### src/rtl/core/spq_pkg.sv
// Shared types and constants of the sorted priority queue.
// Used by the controller, the datapath, the top level and the checker.
package spq_pkg;

	localparam int CAPACITY      = 16;
	localparam int KEY_BITS      = 16;
	localparam int PAYLOAD_BITS  = 32;
	localparam int CNT_BITS      = $clog2(CAPACITY + 1);
	localparam int CFG_ADDR_BITS = 3;

	localparam logic [1:0] KIND_ENQ  = 2'd0;
	localparam logic [1:0] KIND_DEQ  = 2'd1;
	localparam logic [1:0] KIND_PEEK = 2'd2;

	localparam logic [1:0] STAT_OK    = 2'd0;
	localparam logic [1:0] STAT_FULL  = 2'd1;
	localparam logic [1:0] STAT_EMPTY = 2'd2;

	localparam logic REG_ORDERED_MODE = 1'b0;

	typedef struct packed {
		logic load_in;
		logic exec;
	} spq_cmd_t;

endpackage

### src/rtl/core/spq_ctrl.sv
// Controller of the sorted priority queue: sequences capture and execution.
// Depends on spq_pkg.
module spq_ctrl
	import spq_pkg::*;
(
	input  logic     clk,
	input  logic     arst_n,
	input  logic     in_valid,
	output logic     in_ready,
	output logic     out_valid,
	input  logic     out_ready,
	output spq_cmd_t cmd
);

	localparam logic ST_IDLE = 1'b0;
	localparam logic ST_EXEC = 1'b1;

	logic state_q;
	logic out_valid_q;
	logic slot_free;

	assign in_ready  = (state_q == ST_IDLE);
	assign out_valid = out_valid_q;
	assign slot_free = !out_valid_q || out_ready;

	always_comb begin
		cmd.load_in = (state_q == ST_IDLE) && in_valid;
		cmd.exec    = (state_q == ST_EXEC) && slot_free;
	end

	always_ff @(posedge clk or negedge arst_n) begin
		if (!arst_n) begin
			state_q     <= ST_IDLE;
			out_valid_q <= 1'b0;
		end else begin
			case (state_q)
				ST_IDLE: begin
					if (in_valid) begin
						state_q <= ST_EXEC;
					end
				end
				ST_EXEC: begin
					if (slot_free) begin
						state_q <= ST_IDLE;
					end
				end
				default: begin
					state_q <= ST_IDLE;
				end
			endcase
			if (cmd.exec) begin
				out_valid_q <= 1'b1;
			end else if (out_ready) begin
				out_valid_q <= 1'b0;
			end
		end
	end

endmodule

### src/rtl/core/spq_dp.sv
// Datapath of the sorted priority queue: entry cells, count and result register.
// Depends on spq_pkg.
module spq_dp
	import spq_pkg::*;
(
	input  logic                    clk,
	input  logic                    arst_n,
	input  spq_cmd_t                cmd,
	input  logic                    ordered_mode,
	input  logic [1:0]              kind,
	input  logic [KEY_BITS-1:0]     key,
	input  logic [PAYLOAD_BITS-1:0] payload,
	output logic [1:0]              status,
	output logic [PAYLOAD_BITS-1:0] out_payload,
	output logic [KEY_BITS-1:0]     out_key,
	output logic [CNT_BITS-1:0]     occupancy
);

	logic [1:0]              kind_q;
	logic [KEY_BITS-1:0]     key_q;
	logic [PAYLOAD_BITS-1:0] payload_q;

	logic [KEY_BITS-1:0]     keys_q [CAPACITY];
	logic [PAYLOAD_BITS-1:0] pays_q [CAPACITY];
	logic [CNT_BITS-1:0]     count_q;

	logic [1:0]              status_q;
	logic [PAYLOAD_BITS-1:0] out_payload_q;
	logic [KEY_BITS-1:0]     out_key_q;
	logic [CNT_BITS-1:0]     occupancy_q;

	logic [CAPACITY-1:0] le_vec;
	logic [CAPACITY-1:0] above;
	logic                is_full;
	logic                is_empty;
	logic                do_enq;
	logic                do_deq;

	assign is_full  = (count_q == CNT_BITS'(CAPACITY));
	assign is_empty = (count_q == '0);
	assign do_enq   = cmd.exec && (kind_q == KIND_ENQ) && !is_full;
	assign do_deq   = cmd.exec && (kind_q == KIND_DEQ) && !is_empty;

	// A cell is a landing bound when it is occupied and its key is not larger
	// than the new key; in FIFO mode every occupied cell is one.
	always_comb begin
		for (int i = 0; i < CAPACITY; i++) begin
			le_vec[i] = (CNT_BITS'(i) < count_q) &&
				(!ordered_mode || (keys_q[i] <= key_q));
		end
		for (int i = 0; i < CAPACITY; i++) begin
			above[i] = ((le_vec >> i) != '0);
		end
	end

	genvar g;
	generate
		for (g = 0; g < CAPACITY; g++) begin : g_cell
			logic                    take_new;
			logic                    take_low;
			logic [KEY_BITS-1:0]     low_key;
			logic [PAYLOAD_BITS-1:0] low_pay;
			logic [KEY_BITS-1:0]     high_key;
			logic [PAYLOAD_BITS-1:0] high_pay;

			if (g == 0) begin : g_first
				assign take_new = !above[g];
				assign take_low = 1'b0;
				assign low_key  = key_q;
				assign low_pay  = payload_q;
			end else begin : g_rest
				assign take_new = !above[g] && above[g-1];
				assign take_low = !above[g-1];
				assign low_key  = keys_q[g-1];
				assign low_pay  = pays_q[g-1];
			end

			if (g == CAPACITY - 1) begin : g_last
				assign high_key = keys_q[g];
				assign high_pay = pays_q[g];
			end else begin : g_mid
				assign high_key = keys_q[g+1];
				assign high_pay = pays_q[g+1];
			end

			always_ff @(posedge clk) begin
				if (do_enq) begin
					if (take_new) begin
						keys_q[g] <= key_q;
						pays_q[g] <= payload_q;
					end else if (take_low) begin
						keys_q[g] <= low_key;
						pays_q[g] <= low_pay;
					end
				end else if (do_deq) begin
					keys_q[g] <= high_key;
					pays_q[g] <= high_pay;
				end
			end
		end
	endgenerate

	always_ff @(posedge clk or negedge arst_n) begin
		if (!arst_n) begin
			count_q <= '0;
		end else if (do_enq) begin
			count_q <= count_q + 1'b1;
		end else if (do_deq) begin
			count_q <= count_q - 1'b1;
		end
	end

	always_ff @(posedge clk) begin
		if (cmd.load_in) begin
			kind_q    <= kind;
			key_q     <= key;
			payload_q <= payload;
		end
		if (cmd.exec) begin
			status_q      <= STAT_OK;
			out_payload_q <= '0;
			out_key_q     <= '0;
			occupancy_q   <= count_q;
			case (kind_q)
				KIND_ENQ: begin
					if (is_full) begin
						status_q <= STAT_FULL;
					end else begin
						occupancy_q <= count_q + 1'b1;
					end
				end
				KIND_DEQ, KIND_PEEK: begin
					if (is_empty) begin
						status_q <= STAT_EMPTY;
					end else begin
						out_payload_q <= pays_q[0];
						out_key_q     <= keys_q[0];
						if (kind_q == KIND_DEQ) begin
							occupancy_q <= count_q - 1'b1;
						end
					end
				end
				default: begin
					status_q <= STAT_OK;
				end
			endcase
		end
	end

	assign status      = status_q;
	assign out_payload = out_payload_q;
	assign out_key     = out_key_q;
	assign occupancy   = occupancy_q;

endmodule

### src/rtl/core/sorted_priority_queue.sv
// Sorted priority queue: one operation per transfer; one item is in work at a time.
// The controller captures each input transfer and then executes it; a stalled
// result holds the next item in execute, as execution waits for a free result slot.
// Reset clears the entry count, the handshake state and selects ordered mode;
// entry contents are left as they are and are never read before being written.
module sorted_priority_queue
	import spq_pkg::*;
(
	input  logic                     clk,
	input  logic                     arst_n,
	// Input channel.
	input  logic                     in_valid,
	output logic                     in_ready,
	input  logic [1:0]               kind,
	input  logic [KEY_BITS-1:0]      key,
	input  logic [PAYLOAD_BITS-1:0]  payload,
	// Result channel.
	output logic                     out_valid,
	input  logic                     out_ready,
	output logic [1:0]               status,
	output logic [PAYLOAD_BITS-1:0]  out_payload,
	output logic [KEY_BITS-1:0]      out_key,
	output logic [CNT_BITS-1:0]      occupancy,
	// Configuration port.
	input  logic                     psel,
	input  logic                     penable,
	input  logic                     pwrite,
	input  logic [CFG_ADDR_BITS-1:0] paddr,
	input  logic [31:0]              pwdata,
	output logic [31:0]              prdata,
	output logic                     pready
);

	spq_cmd_t cmd;
	logic     ordered_mode_q;
	logic     reg_sel;

	// The single register sits at byte address zero; bit 2 of the address
	// is the register index, so any other word is outside the register list.
	assign reg_sel = (paddr[2] == REG_ORDERED_MODE);
	assign pready  = 1'b1;

	always_ff @(posedge clk or negedge arst_n) begin
		if (!arst_n) begin
			ordered_mode_q <= 1'b1;
		end else if (psel && penable && pwrite && reg_sel) begin
			ordered_mode_q <= pwdata[0];
		end
	end

	always_comb begin
		prdata = '0;
		if (reg_sel) begin
			prdata[0] = ordered_mode_q;
		end
	end

	// The controller decides when an item is captured and when it is executed;
	// execution waits until the result register is empty or being drained.
	spq_ctrl u_ctrl (
		.clk       (clk),
		.arst_n    (arst_n),
		.in_valid  (in_valid),
		.in_ready  (in_ready),
		.out_valid (out_valid),
		.out_ready (out_ready),
		.cmd       (cmd)
	);

	// The datapath holds the entries as a row of cells whose affected cells shift at once,
	// so an insert or a removal completes in the execute cycle.
	spq_dp u_dp (
		.clk          (clk),
		.arst_n       (arst_n),
		.cmd          (cmd),
		.ordered_mode (ordered_mode_q),
		.kind         (kind),
		.key          (key),
		.payload      (payload),
		.status       (status),
		.out_payload  (out_payload),
		.out_key      (out_key),
		.occupancy    (occupancy)
	);

endmodule

### config.mk
export PLATFORM = sky130hd
export DESIGN_NAME = sorted_priority_queue
export DESIGN_NICKNAME = d
export VERILOG_FILES = /design/src/rtl/core/spq_pkg.sv /design/src/rtl/core/spq_ctrl.sv /design/src/rtl/core/spq_dp.sv /design/src/rtl/core/sorted_priority_queue.sv
export SDC_FILE = /design/constraint.sdc
export NUM_CORES = 2
export LEC_CHECK = 0
export ABC_CLOCK_PERIOD_IN_PS = 9600
export BUFFER_PORTS_ARGS = -buffer_cell sky130_fd_sc_hd__clkbuf_2
export CAP_MARGIN = 20
export CORE_UTILIZATION = 53
export CTS_BUF_LIST = sky130_fd_sc_hd__clkbuf_2
export DETAILED_ROUTE_END_ITERATION = 8
export PLACE_DENSITY = 0.71
export RECOVER_POWER = 25
export SLEW_MARGIN = 25
export SYNTH_ARGS = -nofsm -noshare
export SYNTH_HDL_FRONTEND = slang
export SYNTH_SLANG_ARGS = --single-unit
### constraint.sdc
create_clock -name clk -period 9.6 [get_ports clk]
set_input_delay 0.96 -clock clk [delete_from_list [all_inputs] [get_ports clk]]
set_output_delay 0.96 -clock clk [all_outputs]
set_load 0.005 [all_outputs]
### Word level (Yosys, flattened, before mapping)

Memory sizes are Yosys's and may differ from the RTL's.
Cells that the tools add are included.

* RAM bits: 768
* memories kept: 2
* flip-flop bits (word level): 113
* word-level logic and storage cells: 399

Memories
* u_dp.pays_q: words 16, bits a word 32, read ports 16, clocked after Yosys merged registers in 0, write ports 16, line spq_dp.sv:24 `logic [PAYLOAD_BITS-1:0] pays_q [CAPACITY];`
* u_dp.keys_q: words 16, bits a word 16, read ports 16, clocked after Yosys merged registers in 0, write ports 16, line spq_dp.sv:23 `logic [KEY_BITS-1:0] keys_q [CAPACITY];`

* reduce and logical (&&, ||, !) cells: 97
* eq/ne operators: 3
* mux-type cells: 187
* order comparisons: 32
* $add $sub $neg: 2
* bitwise gates (word level): 65

Operators with widths (number)
* 2-to-1 mux 32 bit: 31
* 2-to-1 mux 16 bit: 31
* <= comparator 16 bit: 16
* nonzero test 16 bit: 15
* 2-to-1 mux 1 bit: 116
* bitwise OR 1 bit: 62
* logical AND 1 bit: 40
* less-than comparator 4 x 5 -> 1 bit, first input constant: 8
* 2-to-1 mux 5 bit: 5
* less-than comparator 3 x 5 -> 1 bit, first input constant: 4
* logical NOT 1 bit: 19
* logical OR 1 bit: 17
* less-than comparator 1 x 5 -> 1 bit, first input constant: 2
* less-than comparator 2 x 5 -> 1 bit, first input constant: 2
* one-hot mux 5 bit (2 select lines): 1
* adder 5 x 1 -> 5 bit, second input constant: 1
* equality test 5 bit, second input constant: 1
* logical NOT 5 bit: 1
* subtractor 5 x 1 -> 5 bit, second input constant: 1
* one-hot mux 2 bit (2 select lines): 1
* nonzero test 2 bit: 2
* OR reduction 2 bit: 2
* inverter 1 bit: 3
* equality test 2 x 1 -> 1 bit, second input constant: 1
* 4 further kinds: 4

### Logic depth before layout (Yosys ltp)

An unclocked memory read counts as a cell.

* depth after elaboration: 12
* gate-level depth with buffers: 15
* gate-level depth less buffers: 11

### Modules after synthesis

From an unflattened synthesis, not the netlist that was laid out.

* cell total of the unflattened synthesis: 4428
* area total of the unflattened synthesis: 47931.0 um2

Modules (own cells, without submodules)
* spq_dp: times used 1, cells each 4382, seq. area each 26340.3 um2, area each 47534.3 um2
* sorted_priority_queue: times used 1, cells each 38, seq. area each 26.3 um2, area each 302.8 um2
* spq_ctrl: times used 1, cells each 8, seq. area each 50.0 um2, area each 93.8 um2

### Worst setup path before layout

No wires, ideal clock.

* path type: reg2reg
* start: register u_dp.key_q[15], in the netlist u_dp.g_cell[0].low_key[15]
* end: memory u_dp.keys_q[8][0], enable pin
* required time: 9.080 ns
* clock period less this slack: 7.747 ns
* arrival time: 7.227 ns
* setup slack: 1.853 ns
* setup time: 0.520 ns
* cell stages (with the launch flop): 13
* cells stage by stage: edfxtp_1 inv_1 ha_1 nand4_1 or3_1 a21oi_1 o41ai_2 inv_1 o21ai_2 or2_2 clkbuf_1 buf_2 o21ai_0

RTL lines
* start, declared: line spq_dp.sv:20 `logic [KEY_BITS-1:0] key_q;`
* start signal, assigned: line spq_dp.sv:116 `key_q <= key;`
* end, declared: line spq_dp.sv:23

==> impl_metrics.env <==
export IMPL_status="complete, but fails checks"
export IMPL_violations="capacitance limit, slew limit"
export IMPL_synth_cell_types=71
export IMPL_antenna_found_initial=2
export IMPL_path_clk_slew_ns=0.11
export IMPL_min_period_over_period_pct=71.0
export IMPL_start_kind="flip-flop"
export IMPL_drt_iter0_markers=3078
export IMPL_synth_adder_area_share_pct=7.07
export IMPL_synthArstFlopShare_pct=0.908
export IMPL_ys_ff_latch=881
export IMPL_place_inst=4926
export IMPL_syn_area_mm2=0.0464
export IMPL_tns_ns=0
export IMPL_avgSynthCellArea_um2=11.8
export IMPL_cts_tree="built"
export IMPL_area_growth_syn_to_layout_pct=7.99
export IMPL_synthXorXnorAreaFrac_pct=0.0756
export IMPL_setup_violations=0
export IMPL_grtUsageTotal_pct=28.6
export IMPL_clock_sinks=881
export IMPL_grt_first_pass_wirelength_um=197000
export IMPL_synth_top_family_by_area="compound AO/OA/AOI/OAI gates"
export IMPL_rsz0062_at_grt="false"
export IMPL_grt_max_degree=224
export IMPL_wl_per_cell_um=23.9
export IMPL_fmax_mhz=147
export IMPL_finalHoldViolCount=0
export IMPL_core_mm2=0.0868
export IMPL_switching_share_pct=34.7
export IMPL_rows=108
export IMPL_initial_core_util_pct=53.4
export IMPL_synthCells=3923
export IMPL_die_h_um=298
export IMPL_final_nets=4405
export IMPL_fp_dieArea_mm2=0.0887
export IMPL_hpwl_um=83800
export IMPL_synth_edf_count=873
export IMPL_vias_per_cell=6.39
export IMPL_vias=34298
export IMPL_hold_class="in -> reg"
export IMPL_overflow=0
export IMPL_endpoint_kind="flip-flop"
export IMPL_path_class="reg -> reg"
export IMPL_post_cts_buffers=0
export IMPL_cp_max_fo=44
export IMPL_seqCellArea_mm2=0.0264
export IMPL_final_common_cell="edfxtp_1"
export IMPL_p_leak_nw=18.4
export IMPL_arrival_ns=8.05
export IMPL_power_switching_w=0.00381
export IMPL_intPower_w=0.00717
export IMPL_slew_viol_final=257
export IMPL_first_global_vias=33964
export IMPL_crit_start="u_dp.g_cell[0].low_key[8]$_DFFE_PP_"
export IMPL_tightest_slew_ns=3.41
export IMPL_fin_cells=5368
export IMPL_clkLatencyLatePin_ns=1.53
export IMPL_cap_viol_max_count=5
export IMPL_root_buffer="clkbuf_2"
export IMPL_synth_mux_area_share_pct=4.95
export IMPL_seqPwrFrac_pct=51.0
export IMPL_drive_above_1_share_pct=12.8
export IMPL_portBuffers=116
export IMPL_n_fill_cell=7408
export IMPL_peakVddDrop_mv=0.150
export IMPL_clock_skew_ns=0.113
export IMPL_pwr_share_clk_pct=23.4
export IMPL_min_from="key[9]"
export IMPL_first_pass_iters=7
export IMPL_ys_warn_count=0
export IMPL_htree_num_levels=4
export IMPL_io_pins=182
export IMPL_synth_main_ff_cell="edfxtp_1"
export IMPL_synthSimpleGateAreaFrac_pct=10.7
export IMPL_die_w_um=298
export IMPL_ys_seq_area_share_pct=57.0
export IMPL_min_period_ns=6.81
export IMPL_layout_common_cells="edfxtp_1 (873), nand2_1 (467), a221o_1 (424)"
export IMPL_final_antenna_net_count=0
export IMPL_cts_buffers_inserted=220
export IMPL_combPwrFrac_pct=25.7
export IMPL_required_ns=10.83
export IMPL_clockBufferDepth=3
export IMPL_multi_input_area_mm2=0.0185
export IMPL_power_density_mw_per_mm2=219
export IMPL_drc=0
export IMPL_synth_compound_area_share_pct=16.6
export IMPL_totalWireLength_um=129000
export IMPL_slew_headroom_pct=-127
export IMPL_reg2reg_from="u_dp.g_cell[0].low_key[8]$_DFFE_PP_"
export IMPL_gp_congestion=0.916
[through the flow]
stage	util, %	area (um^2)	power, W	setup slack (ns)	hold WS (ns)
floorplan	-	46500	0.00749	1.85	0.496
CTS	57.8	50100	0.0110	3.34	0.0146
detailed placement	54.9	47600	0.00845	3.44	0.513
finish	57.7	50100	0.0110	2.79	0.157
global placement	54.9	47600	0.00836	3.48	0.500
global route	57.7	50100	0.0116	2.58	0.0354
[cell usage after synthesis, types with 5 or more instances]
library cell,number,area [um^2]
buf_1,9,33.8
a221o_1,424,4240
nor3_1,14,70.1
or4_1,7,52.6
mux2i_1,192,1920
buf_2,58,290
nand4_1,103,644
nor2b_1,18,113
a31oi_1,5,31.3
buf_4,34,255
dfrtp_1,7,175
nand2_1,470,1760
or2_2,8,50.1
a32oi_1,5,43.8
clkbuf_1,252,946
a21o_1,17,128
edfxtp_1,873,26200
or3_1,9,56.3
inv_1,45,169
mux2_2,33,372
o21ai_1,10,50.1
o221ai_1,9,78.8
o211ai_1,63,473
a211oi_1,12,90.1
nor2_1,413,1550
a2111o_1,5,56.3
a2111oi_0,6,52.6
o21a_1,6,45.0
and3_1,49,307
o21ai_0,250,1250
a21oi_1,157,786
ha_1,262,3280
nand3_1,17,85.1
nor4_1,12,75.1
[final timing paths]
check / slack (ns) / cells past startpoint / end
worst min register to register: 0.51 / 2 / u_dp.keys_q[12][0]$_DFFE_PP_
min in group asynchronous: 0.54 / 3 / ordered_mode_q$_DFFE_PN1P_
worst min-delay path: 0.16 / 2 / u_dp.g_cell[0].low_key[9]$_DFFE_PP_
worst max register to register: 2.79 / 9 / u_dp.pays_q[15][11]$_DFFE_PP_
worst max-delay path: 2.79 / 9 / u_dp.pays_q[15][11]$_DFFE_PP_
max in group asynchronous: 8.24 / 4 / u_dp.count_q[3]$_DFFE_PN0P_
[sequential cells by signal (all words and copies together), names as in the netlist]
| name | count |
|---|---|
| u_ctrl.out_valid | 1 |
| u_dp.g_cell.low_pay | 32 |
| u_ctrl.state_q | 1 |
| u_dp.out_payload | 32 |
| u_dp.g_cell.low_key | 16 |
| u_dp.count_q | 5 |
| u_dp.kind_q | 2 |
| u_dp.pays_q | 512 |
| u_dp.status | 2 |
| u_dp.occupancy | 5 |
| u_dp.keys_q | 256 |
| ordered_mode_q | 1 |
| u_dp.out_key | 16 |
[layer usage]
layer / part of all wire [%] / wire length (um) / GRT usage (%)
met1: 40 / 51000 / 35.8
met4: 3.4 / 4410 / 11.5
met2: 51 / 66100 / 49.7
met3: 5.5 / 7050 / 4.11
met5: 0 / 0 / 0
[power by group through the flow]
stage,combinational [W],sequential (W),clock (W)
2_1_floorplan,0.00203,0.00546,0
3_3_place_gp,0.00270,0.00566,0
3_5_place_dp,0.00279,0.00566,0
4_1_cts,0.00283,0.00558,0.00262
5_1_grt,0.00314,0.00564,0.00279
6_report,0.00282,0.00559,0.00256
[cell families (layout without fill, tap and decap cells)]
logic type               Yosys count  count (layout)
XOR/XNOR                           4               4
buffers and inverters            400             652
AO/OA/AOI/OAI                   1010            1010
adder cells (fa/ha/maj)          262             262
AND/OR/NAND/NOR                 1139            1139
other                              2              40
flip-flops                       881             881
multiplexers                     225             225
[cell type report]
type | instances | share of cell area (%)
Antenna cell | 8 | 0.0400
Clock buffer | 326 | 3.26
Sequential cell | 881 | 52.8
Clock inverter | 50 | 0.555
Timing Repair Buffer | 230 | 3.16
Tap cell | 1155 | 2.89
Multi-Input combinational cell | 2672 | 37.0
Inverter | 46 | 0.345
[worst max-delay path, stage by stage (launching register included)]
cell and delay, ns:
edfxtp_1 0.55, inv_1 0.69, ha_1 0.38, nand4_1 0.16, nor4_1 0.16, o32ai_1 0.69
o41ai_1 0.37, nor2_1 1.01, clkbuf_1 2.00, mux2_2 0.47
[what timing repair did]
action,in CTS,in global routing
hold buffers,58,0
resized for setup,0,0
hold endpoints to repair,61,0
(Power assumes the default switching activity.)
